===== src/rtl/core/orq_pkg.sv =====
`default_nettype none
// ----------------------------------------------------------------------------
// orq_pkg: shared definitions for the offline range-minimum query block
// Field widths, status codes, operation codes and the structs that travel
// between the sequencer, the stores and the top level.
// ----------------------------------------------------------------------------
package orq_pkg;

   localparam int MAX_ELEMENTS_DEF = 1024;
   localparam int VALUE_WIDTH_DEF  = 32;

   localparam int DATA_W      = 32;
   localparam int POS_W       = 10;
   localparam int TAG_W       = 8;
   localparam int STATUS_W    = 2;
   localparam int REQ_TDATA_W = 56;
   localparam int RSP_TDATA_W = 56;

   localparam logic OP_PUSH  = 1'b0;
   localparam logic OP_QUERY = 1'b1;

   localparam logic [STATUS_W-1:0] STATUS_OK       = 2'd0;
   localparam logic [STATUS_W-1:0] STATUS_BAD_LEFT = 2'd1;
   localparam logic [STATUS_W-1:0] STATUS_FULL     = 2'd2;

   typedef struct packed {
      logic value_we;
      logic parent_we;
      logic stack_we;
   } store_we_type;

   typedef struct packed {
      logic [DATA_W-1:0]   value;
      logic [POS_W-1:0]    position;
      logic [TAG_W-1:0]    tag;
      logic [STATUS_W-1:0] status;
   } result_type;

endpackage
`default_nettype wire


===== src/rtl/core/orq_seq.sv =====
`default_nettype none
// ----------------------------------------------------------------------------
// orq_seq: push / query sequencer
// Pops the monotonic stack one entry per compare, walks the parent chain to
// the root and compresses the path, all through one value comparator and
// the registered memory read ports.
// ----------------------------------------------------------------------------
module orq_seq #(
   parameter int MAX_ELEMENTS = orq_pkg::MAX_ELEMENTS_DEF,
   parameter int IW           = 10,
   parameter int CW           = 11,
   parameter int SW           = 32
) (
   input  wire logic                          clock,
   input  wire logic                          reset,
   input  wire logic                          req_valid,
   output logic                               req_ready,
   input  wire logic                          req_op,
   input  wire logic [orq_pkg::DATA_W-1:0]    req_value,
   input  wire logic [orq_pkg::POS_W-1:0]     req_left,
   input  wire logic [orq_pkg::TAG_W-1:0]     req_tag,
   output logic                               res_valid,
   input  wire logic                          res_ready,
   output orq_pkg::result_type                res,
   output orq_pkg::store_we_type              we,
   output logic [IW-1:0]                      value_waddr,
   output logic signed [SW-1:0]               value_wdata,
   output logic [IW-1:0]                      value_raddr,
   input  wire logic signed [SW-1:0]          value_rdata,
   output logic [IW-1:0]                      parent_waddr,
   output logic [IW-1:0]                      parent_wdata,
   output logic [IW-1:0]                      parent_raddr,
   input  wire logic [IW-1:0]                 parent_rdata,
   output logic [IW-1:0]                      stack_waddr,
   output logic [IW-1:0]                      stack_wdata,
   output logic [IW-1:0]                      stack_raddr,
   input  wire logic [IW-1:0]                 stack_rdata,
   output logic [CW-1:0]                      stack_depth,
   output logic [CW-1:0]                      element_count
);

   localparam int DW   = orq_pkg::DATA_W;
   localparam int PW   = orq_pkg::POS_W;
   localparam int CMPW = (CW > PW) ? CW : PW;

   localparam logic [2:0] S_IDLE    = 3'd0;
   localparam logic [2:0] S_POP_IDX = 3'd1;
   localparam logic [2:0] S_POP_CMP = 3'd2;
   localparam logic [2:0] S_WRITE   = 3'd3;
   localparam logic [2:0] S_FIND    = 3'd4;
   localparam logic [2:0] S_COMP    = 3'd5;
   localparam logic [2:0] S_RESP    = 3'd6;

   logic [2:0]                      state_ff, state_in;
   logic [CW-1:0]                   depth_ff, depth_in;
   logic [CW-1:0]                   count_ff, count_in;
   logic signed [SW-1:0]            vnew_ff, vnew_in;
   logic [orq_pkg::TAG_W-1:0]       tag_ff, tag_in;
   logic [orq_pkg::STATUS_W-1:0]    status_ff, status_in;
   logic [IW-1:0]                   left_ff, left_in;
   logic [IW-1:0]                   cur_ff, cur_in;
   logic [IW-1:0]                   root_ff, root_in;
   logic [IW-1:0]                   top_ff, top_in;

   logic [CW-1:0] depth_m1;
   logic [CW-1:0] depth_m2;
   logic [IW-1:0] idx;
   logic [IW-1:0] left_idx;
   logic          bad_left;
   logic          full;
   logic          top_greater;
   logic          at_root;

   assign depth_m1    = depth_ff - CW'(1);
   assign depth_m2    = depth_ff - CW'(2);
   assign idx         = count_ff[IW-1:0];
   assign left_idx    = IW'(req_left);
   assign bad_left    = CMPW'(req_left) >= CMPW'(count_ff);
   assign full        = count_ff == CW'(MAX_ELEMENTS);
   // the shared comparator: stacked value strictly above the new value
   assign top_greater = value_rdata > vnew_ff;
   assign at_root     = parent_rdata == cur_ff;

   assign req_ready     = state_ff == S_IDLE;
   assign stack_depth   = depth_ff;
   assign element_count = count_ff;

   // memory addressing
   always_comb begin
      stack_raddr  = (state_ff == S_IDLE) ? depth_m1[IW-1:0] : depth_m2[IW-1:0];
      value_raddr  = (state_ff == S_POP_IDX) ? stack_rdata
                   : (state_ff == S_FIND) ? cur_ff : root_ff;
      if (state_ff == S_IDLE) begin
         parent_raddr = left_idx;
      end else if (state_ff == S_FIND && at_root) begin
         parent_raddr = left_ff;
      end else begin
         parent_raddr = parent_rdata;
      end
      value_waddr  = idx;
      value_wdata  = vnew_ff;
      stack_waddr  = depth_ff[IW-1:0];
      stack_wdata  = idx;
      parent_waddr = (state_ff == S_POP_CMP) ? top_ff
                   : (state_ff == S_WRITE) ? idx : cur_ff;
      parent_wdata = (state_ff == S_COMP) ? root_ff : idx;
   end

   always_comb begin
      state_in  = state_ff;
      depth_in  = depth_ff;
      count_in  = count_ff;
      vnew_in   = vnew_ff;
      tag_in    = tag_ff;
      status_in = status_ff;
      left_in   = left_ff;
      cur_in    = cur_ff;
      root_in   = root_ff;
      top_in    = top_ff;
      we        = '0;
      res_valid = 1'b0;
      res.value    = '0;
      res.position = '0;
      res.tag      = tag_ff;
      res.status   = status_ff;
      if (status_ff == orq_pkg::STATUS_OK) begin
         res.value    = DW'(value_rdata);
         res.position = PW'(root_ff);
      end

      case (state_ff)
         S_IDLE: begin
            if (req_valid) begin
               tag_in  = req_tag;
               vnew_in = req_value[SW-1:0];
               left_in = left_idx;
               cur_in  = left_idx;
               if (req_op == orq_pkg::OP_PUSH) begin
                  if (full) begin
                     status_in = orq_pkg::STATUS_FULL;
                     state_in  = S_RESP;
                  end else if (depth_ff == '0) begin
                     state_in = S_WRITE;
                  end else begin
                     state_in = S_POP_IDX;
                  end
               end else begin
                  if (bad_left) begin
                     status_in = orq_pkg::STATUS_BAD_LEFT;
                     state_in  = S_RESP;
                  end else begin
                     status_in = orq_pkg::STATUS_OK;
                     state_in  = S_FIND;
                  end
               end
            end
         end
         S_POP_IDX: begin
            top_in   = stack_rdata;
            state_in = S_POP_CMP;
         end
         S_POP_CMP: begin
            if (top_greater) begin
               we.parent_we = 1'b1;
               depth_in     = depth_m1;
               state_in     = (depth_ff == CW'(1)) ? S_WRITE : S_POP_IDX;
            end else begin
               state_in = S_WRITE;
            end
         end
         S_WRITE: begin
            we.value_we  = 1'b1;
            we.parent_we = 1'b1;
            we.stack_we  = 1'b1;
            depth_in     = depth_ff + CW'(1);
            count_in     = count_ff + CW'(1);
            state_in     = S_IDLE;
         end
         S_FIND: begin
            if (at_root) begin
               root_in = cur_ff;
               if (left_ff == cur_ff) begin
                  state_in = S_RESP;
               end else begin
                  cur_in   = left_ff;
                  state_in = S_COMP;
               end
            end else begin
               cur_in = parent_rdata;
            end
         end
         S_COMP: begin
            // point this node straight at the root, then advance
            we.parent_we = 1'b1;
            cur_in       = parent_rdata;
            if (parent_rdata == root_ff) begin
               state_in = S_RESP;
            end
         end
         S_RESP: begin
            if (res_ready) begin
               res_valid = 1'b1;
               state_in  = S_IDLE;
            end
         end
         default: begin
            state_in = S_IDLE;
         end
      endcase
   end

   always_ff @(posedge clock) begin
      if (reset) begin
         state_ff <= S_IDLE;
         depth_ff <= '0;
         count_ff <= '0;
      end else begin
         state_ff <= state_in;
         depth_ff <= depth_in;
         count_ff <= count_in;
      end
   end

   always_ff @(posedge clock) begin
      vnew_ff   <= vnew_in;
      tag_ff    <= tag_in;
      status_ff <= status_in;
      left_ff   <= left_in;
      cur_ff    <= cur_in;
      root_ff   <= root_in;
      top_ff    <= top_in;
   end

endmodule
`default_nettype wire

===== config.mk =====
export PLATFORM = sky130hd
export DESIGN_NAME = orq_seq
export DESIGN_NICKNAME = d
export VERILOG_FILES = /design/src/rtl/core/orq_pkg.sv /design/src/rtl/core/orq_seq.sv
export SDC_FILE = /design/constraint.sdc
export NUM_CORES = 1
export LEC_CHECK = 0
export BUFFER_PORTS_ARGS = -buffer_cell sky130_fd_sc_hd__buf_2
export CORE_MARGIN = 2
export CORE_UTILIZATION = 30
export CTS_CLUSTER_DIAMETER = 50
export DETAILED_ROUTE_END_ITERATION = 16
export PLACE_DENSITY_LB_ADDON = 0.1
export SKIP_LAST_GASP = 1
export SLEW_MARGIN = 10
export SYNTH_ARGS = -nofsm -noshare
export SYNTH_HDL_FRONTEND = slang
export SYNTH_SLANG_ARGS = --single-unit

===== constraint.sdc =====
create_clock -name clock -period 3.5 [get_ports clock]
set_input_delay 0.175 -clock clock [delete_from_list [all_inputs] [get_ports clock]]
set_output_delay 0.175 -clock clock [all_outputs]
set_load 0.05 [all_outputs]

==> out/results.tsv, run 1 <==
metric	value	unit
DR WL/cell	18.17	um
synth warn	0	
Fin. Hold Viols	0	
initial antenna violation count	0	
Final Net Count	1208	
Critical Path Start Type	flop	
fin crit period	3227	ps
Flop pwr share	24.9	%
Hold Path Class	in -> reg	
CP cell instances	xor2_1 -> nor4_1 -> nand4_1 -> or3_1 -> mux2i_1 -> o21ai_0 -> buf_2	
Num CTS Buffers	9	
Seq/Total Area, Yosys	40.86	%
met3 usage	3.517	%
Clk network pwr share	12.8	%
number of top-level pins	298	
core region area	23610	um2
Vias	6572	
fillers	2443	
RD Place Congestion	0.8284	
Slew Limit Fails	0	
vias in the first global route	6387	
r2r endpoint	root_ff[9]$_DFFE_PP_	
RR Startpoint	cur_ff[6]$_DFFE_PP_	
Crit path depth	7	
Worst Path Max Fanout	11	
GR peak layer	met2	
largest net degree at the start of global routing	51	
Clock Tree Buf Depth	2	
CP Class	reg -> out	
CP Capture Type	output pin	
area taken by multi-input logic gates	3694	um2
num rows	56	
met1 Use GR	26.14	%
Max H-tree Level	3	
Top FF cell, synth	edfxtp_1	
Pre-antenna DRT Iters	5	
Power Dens Cells	851.6	nW/um2
Worst EP required	3320	ps
number of enable flip-flop cells after synthesis	82	
Cells after Synth	748	
vias per inst	4.780	
Post-Route WL	24980	um
detailed placement HPWL	19000	um
max incr delay on CP	670	ps
total negative slack	0	ps
R2R cell count	5	
Top delay family on crit path	simple AND/OR/NAND/NOR gates	
most frequent cells in the layout	buf_2, edfxtp_1, inv_1	
TritonCTS clock tree	built	
initial DRC count	283	
maxcap violations	0	
Die W	159.5	um
Placed Instance Area	8872	um2
synthesized cell area	7251	um2
CP max stage cell	or3_1	
buffer type at the clock tree root	clkbuf_16	
clock latency on the worst-skew pair	360	ps
Pleak	4.558	nW
met2 usage	33.31	%
leading cell type in the layout, fill and taps excluded	buf_2	
clock-pin slew on the worst setup and hold paths	80	ps
switching share of total power	56.92	%
Post-synth ARST share	0	%
Worst EP arrival	3050	ps
Clock Skew	15.05	ps
WP buf/inv	1	
cell internal pwr	0.003544	W
Starting Density	30.71	%
Die H	159.5	um
Port Buffers	297	
f_max	309.9	MHz
R2R Setup Slk	690	ps
status	completed	
final setup fails	0	
Syn Area/Cell	9.693	um2
Switch Pwr	0.004681	W
Total Routing Usage GR	19.61	%
first-pass GRT wire length	38760	um
ANT nets after route	0	
die area	25430	um2
Antenna diodes	0	
DRC errors left	0	
syn nets	905	
Register Area	2963	um2
combinational share of power	62.2	%
GRT overflow	0	
CP Launch Point	cur_ff[6]$_DFFE_PP_	
Yosys cell types	62	
share of layout cells above drive strength 1	32.95	%
FF+latch count, synth	107	
Rel. slew slack	21.94	%
unrepaired setup endpoints after global routing	no	
period utilisation layout	92.19	%
crit path to	parent_raddr[7]	
clock sinks	107	
post-route cell area	9658	um2
Worst-Margin Slew	1167	ps
IR drop worst, VDD	570.1	uV
synth-to-layout area growth	33.20	%
timing repair:
item,4_1_cts,5_1_grt
hold buffers,47,1
gates resized for setup,0,2
hold endpoints to repair,47,1
setup endpoints to repair,0,1
setup buffers,0,0
area by class of cell:
class | count | area share (%)
flip-flops and latches | 107 | 30.68
multi-input cells | 511 | 38.24
repair buffers | 359 | 21.45
clock buffers | 11 | 2.630
well taps | 319 | 4.133
inverters | 63 | 2.449
clock inverters | 5 | 0.4146
flip-flops by register name, indices dropped and copies added, names as in the netlist:
name / flops
root_ff: 10
stack_depth: 11
cur_ff: 10
top_ff: 10
state_ff: 3
element_count: 11
left_ff: 10
tag_ff: 8
value_wdata: 32
status_ff: 2
per-layer routing:
layer | part of all wire, % | wire length, um | vias to the layer above
met1 | 46 | 11460 | 3044
met2 | 48 | 11930 | 230
met5 | 0 | 0 | -
met4 | 1.2 | 299 | 0
li1 | - | - | 3279
met3 | 5.2 | 1287 | 19
cell families (layout without fill, tap and decap cells):
| logic type | count (synthesis) | count (layout) | share of synthesized area (%) |
|---|---|---|---|
| compound gates | 154 | 154 | 14.13 |
| fa+ha+maj | 50 | 50 | 8.628 |
| xor+xnor | 48 | 48 | 5.798 |
| buf+inv | 130 | 438 | 8.490 |
| flops | 107 | 107 | 40.86 |
| simple gates | 217 | 217 | 16.10 |
| mux | 42 | 42 | 5.988 |
worst reg2reg max path: stages (launching register included):
cell and delay, ps:
edfxtp_1 500, xor2_1 200, nor4_1 410, nand4_1 220
or3_1 670, inv_1 460
synth_stat cells, drive strengths merged (2+ instances only):
| cell | n | area [um2] |
|---|---|---|
| nand2b | 5 | 31.28 |
| nand3 | 10 | 55.05 |
| xnor2 | 20 | 175.2 |
| nor2b | 4 | 25.02 |
| o22a | 4 | 35.03 |
| o21ai | 47 | 235.2 |
| a32oi | 2 | 36.29 |
| ha | 50 | 625.6 |
| nand4 | 9 | 77.57 |
| o211ai | 5 | 37.54 |
| dfxtp | 25 | 500.5 |
| a31oi | 8 | 50.05 |
| and3 | 5 | 31.28 |
| o22ai | 8 | 50.05 |
| a221oi | 2 | 23.77 |
| o221ai | 15 | 131.4 |
| buf | 37 | 266.5 |
| a2bb2oi | 7 | 61.31 |
| or3 | 3 | 18.77 |
| mux2i | 31 | 310.3 |
| and2 | 42 | 265.3 |
| clkbuf | 30 | 112.6 |
| or4 | 7 | 52.55 |
| inv | 61 | 229.0 |
| nor2 | 36 | 135.1 |
| a211oi | 4 | 30.03 |
| mux2 | 11 | 123.9 |
| nor4 | 14 | 117.6 |
| a21o | 3 | 22.52 |
| a21oi | 29 | 145.1 |
| nor3b | 3 | 22.52 |
| a41oi | 3 | 26.28 |
| o31ai | 5 | 37.54 |
| xor2 | 28 | 245.2 |
| nor3 | 17 | 85.08 |
| nand2 | 58 | 217.7 |
| o21a | 3 | 22.52 |
| edfxtp | 82 | 2462 |
| and4 | 2 | 17.52 |
| clkinv | 2 | 7.510 |
| a2111oi | 2 | 17.52 |
power groups by stage:
stage | Clock (W) | Sequential, W | Combinational, W
4_1_cts | 0.00109 | 0.00206 | 0.00515
3_5_place_dp | 0 | 0.00209 | 0.00510
3_3_place_gp | 0 | 0.00208 | 0.00510
5_1_grt | 0.00115 | 0.00211 | 0.00545
6_report | 0.00106 | 0.00205 | 0.00512
2_1_floorplan | 0 | 0.00246 | 0.00348
metrics by stage:
stage / total power (W) / worst slack (ps) / hold slack [ps] / utilization (%) / std cells
after floorplan: 0.005948 / 62.79 / 273.9 / - / 748
after global placement: 0.007181 / 604.8 / 352.3 / 37.57 / 1311
after detailed placement: 0.007184 / 515.8 / 353.3 / 37.57 / 1311
after CTS: 0.008302 / 110.8 / 0.09112 / 40.81 / 1374
after global routing: 0.008716 / 28.62 / 1.818 / 40.90 / 1375
final: 0.008225 / 273.5 / 16.68 / 40.90 / 1375
worst min-delay path by stage:
stage | cells after the start | slack, ps | endpoint | startpoint
2_1_floorplan | 0 | 270 | left_ff[0]$_DFFE_PP_ | req_left[0]
3_3_place_gp | 1 | 350 | value_wdata[16]$_DFFE_PP_ | req_value[16]
3_5_place_dp | 1 | 350 | value_wdata[18]$_DFFE_PP_ | req_value[18]
4_1_cts | 1 | 0.09 | top_ff[3]$_DFFE_PP_ | stack_rdata[3]
5_1_grt | 1 | 2 | top_ff[2]$_DFFE_PP_ | stack_rdata[2]
6_report | 1 | 20 | top_ff[2]$_DFFE_PP_ | stack_rdata[2]
No activity file was read; power rests on OpenSTA's default activity.
==> run 2, diff against run 1 <==
- CELL_PAD_IN_SITES_DETAIL_PLACEMENT: unset -> 0
- CELL_PAD_IN_SITES_GLOBAL_PLACEMENT: unset -> 2
- CORE_UTILIZATION: 30 -> 26
==> out/results.tsv, run 2 (same netlist as run 1, synthesis figures left out) <==
metric	value	unit	change
HP Start	stack_rdata[5]		
Rel. slew slack	40.06	%	+18 points
R2R cell count	5		unchanged
fin crit period	3183	ps	-43.54 ps
Total Routing Usage GR	18.00	%	-1.6 points
Clock Tree Buf Depth	2		unchanged
detailed placement HPWL	20680	um	+8.9%
Hold Crit Depth	1		unchanged
Final Net Count	1209		+0.083%
Placed Instance Area	9036	um2	+1.8%
final setup fails	0		unchanged
CP Class	reg -> out		
buffer type at the clock tree root	clkbuf_16		
Hold Path Class	in -> reg		
initial DRC count	357		+26%
GRT overflow	0		unchanged
total negative slack	0	ps	unchanged
CP Capture Type	output pin		
num rows	61		+8.9%
Max H-tree Level	3		unchanged
number of top-level pins	298		unchanged
Pre-antenna DRT Iters	4		-1
initial antenna violation count	1		+1
clock-pin slew on the worst setup and hold paths	80	ps	about the same
Starting Density	26.24	%	-4.5 points
Worst EP required	3320	ps	about the same
period utilisation layout	90.94	%	-1.2 points
TritonCTS clock tree	built		
largest net degree at the start of global routing	51		unchanged
Power Dens Cells	860.7	nW/um2	+1.1%
Worst Path Max Fanout	11		unchanged
fillers	2979		+22%
status	completed		
post-route cell area	9808	um2	+1.6%
Vias	6578		+0.091%
share of layout cells above drive strength 1	33.30	%	+0.35 points
max reg flops	32		unchanged
core region area	27630	um2	+17%
maxcap violations	0		unchanged
synth-to-layout area growth	35.27	%	
DR WL/cell	18.70	um	+3.0%
RD Place Congestion	0.7848		-5.3%
Slew Limit Fails	0		unchanged
leading cell type in the layout, fill and taps excluded	buf_2		
Port Buffers	297		unchanged
Clock Skew	10.44	ps	-4.614 ps
Post-Route WL	26860	um	+7.5%
Worst-Margin Slew	899.1	ps	-267.5 ps
Worst EP arrival	3010	ps	-40 ps
die area	29240	um2	+15%
vias in the first global route	6606		+3.4%
most frequent cells in the layout	buf_2, edfxtp_1, inv_1		
RR Startpoint	cur_ff[5]$_DFFE_PP_		
DRC errors left	0		unchanged
Num CTS Buffers	9		unchanged
Pleak	4.596	nW	+0.85%
f_max	314.2	MHz	+1.4%
vias per inst	4.581		-4.2%
unrepaired setup endpoints after global routing	no		
clock sinks	107		unchanged
Critical Path Start Type	flop		
Die W	171.0	um	+7.2%
first-pass GRT wire length	39430	um	+1.7%
Die H	171.0	um	+7.2%
ANT nets after route	0		unchanged
CP Launch Point	cur_ff[5]$_DFFE_PP_		
IR drop worst, VDD	643.9	uV	+13%
clock latency on the worst-skew pair	360	ps	about the same
Fin. Hold Viols	0		unchanged
## run 2: changes by cell type in the layout (fill, tap and decap cells not counted), moves of 2 or more
| cell | before | now |
|---|---|---|
| buf_12 | 0 | 4 |
| buf_2 | 297 | 293 |
| buf_4 | 14 | 18 |
| clkbuf_8 | 0 | 2 |
| dlygate4sd3_1 | 48 | 45 |
## run 2: final cells by class
cell class	count	area, um2	area share [%]
inverters	63	236.5	2.411
clock buffers	12	277.8	2.832
repair buffers	360	2132	21.74
flip-flops and latches	107	2963	30.21
clock inverters	4	35.03	0.3572
well taps	378	473.0	4.822
multi-input cells	511	3689	37.61
diodes	1	2.502	0.02551
## run 2: worst max-delay path, cell delays in order (launching register included)
cell and delay [ps]:
edfxtp_1 490, xor2_1 210, nor4_1 370, nand4_1 200, or3_1 660, mux2i_1 210, o21ai_0 320, buf_12 190
## run 2: routing by layer
metal,share of wire [%],global-route usage [%],vias up
met5,0,0,-
met4,1.0,4.200,0
met1,45,22.82,3076
met2,49,32.31,205
li1,-,-,3283
met3,5.0,2.383,14
## run 2: repair_timing
action                     CTS  global route
hold endpoints to repair    45             0
resized for setup            0             1
setup buffers                0             0
setup endpoints to repair    0             1
hold buffers                45             0
## run 2: worst paths after layout
| check | endpoint | slack, ps |
|---|---|---|
| hold / removal | top_ff[5]$_DFFE_PP_ | 10 |
| setup reg to reg | root_ff[9]$_DFFE_PP_ | 730 |
| hold reg to reg | stack_depth[10]$_SDFFE_PP0P_ | 550 |
| setup / recovery | parent_raddr[3] | 320 |
## run 2: per-stage QoR
stage / instances / hold slack, ps / utilization, % / setup WS [ps] / power [W]
detailed placement: 1374 / 353.1 / 32.71 / 497.4 / 0.007367
global route: 1435 / 8.504 / 35.49 / 38.51 / 0.008985
finish: 1436 / 12.70 / 35.50 / 317.0 / 0.008442
floorplan: 748 / 273.9 / - / 62.79 / 0.005948
CTS: 1435 / 1.140 / 35.47 / 88.93 / 0.008551
global placement: 1374 / 352.2 / 32.71 / 552.9 / 0.007382
## run 2: power by group
part	switching, W	internal [W]
logic	0.00389	0.00139
registers	0.000316	0.00173
clock network	0.000540	0.000579
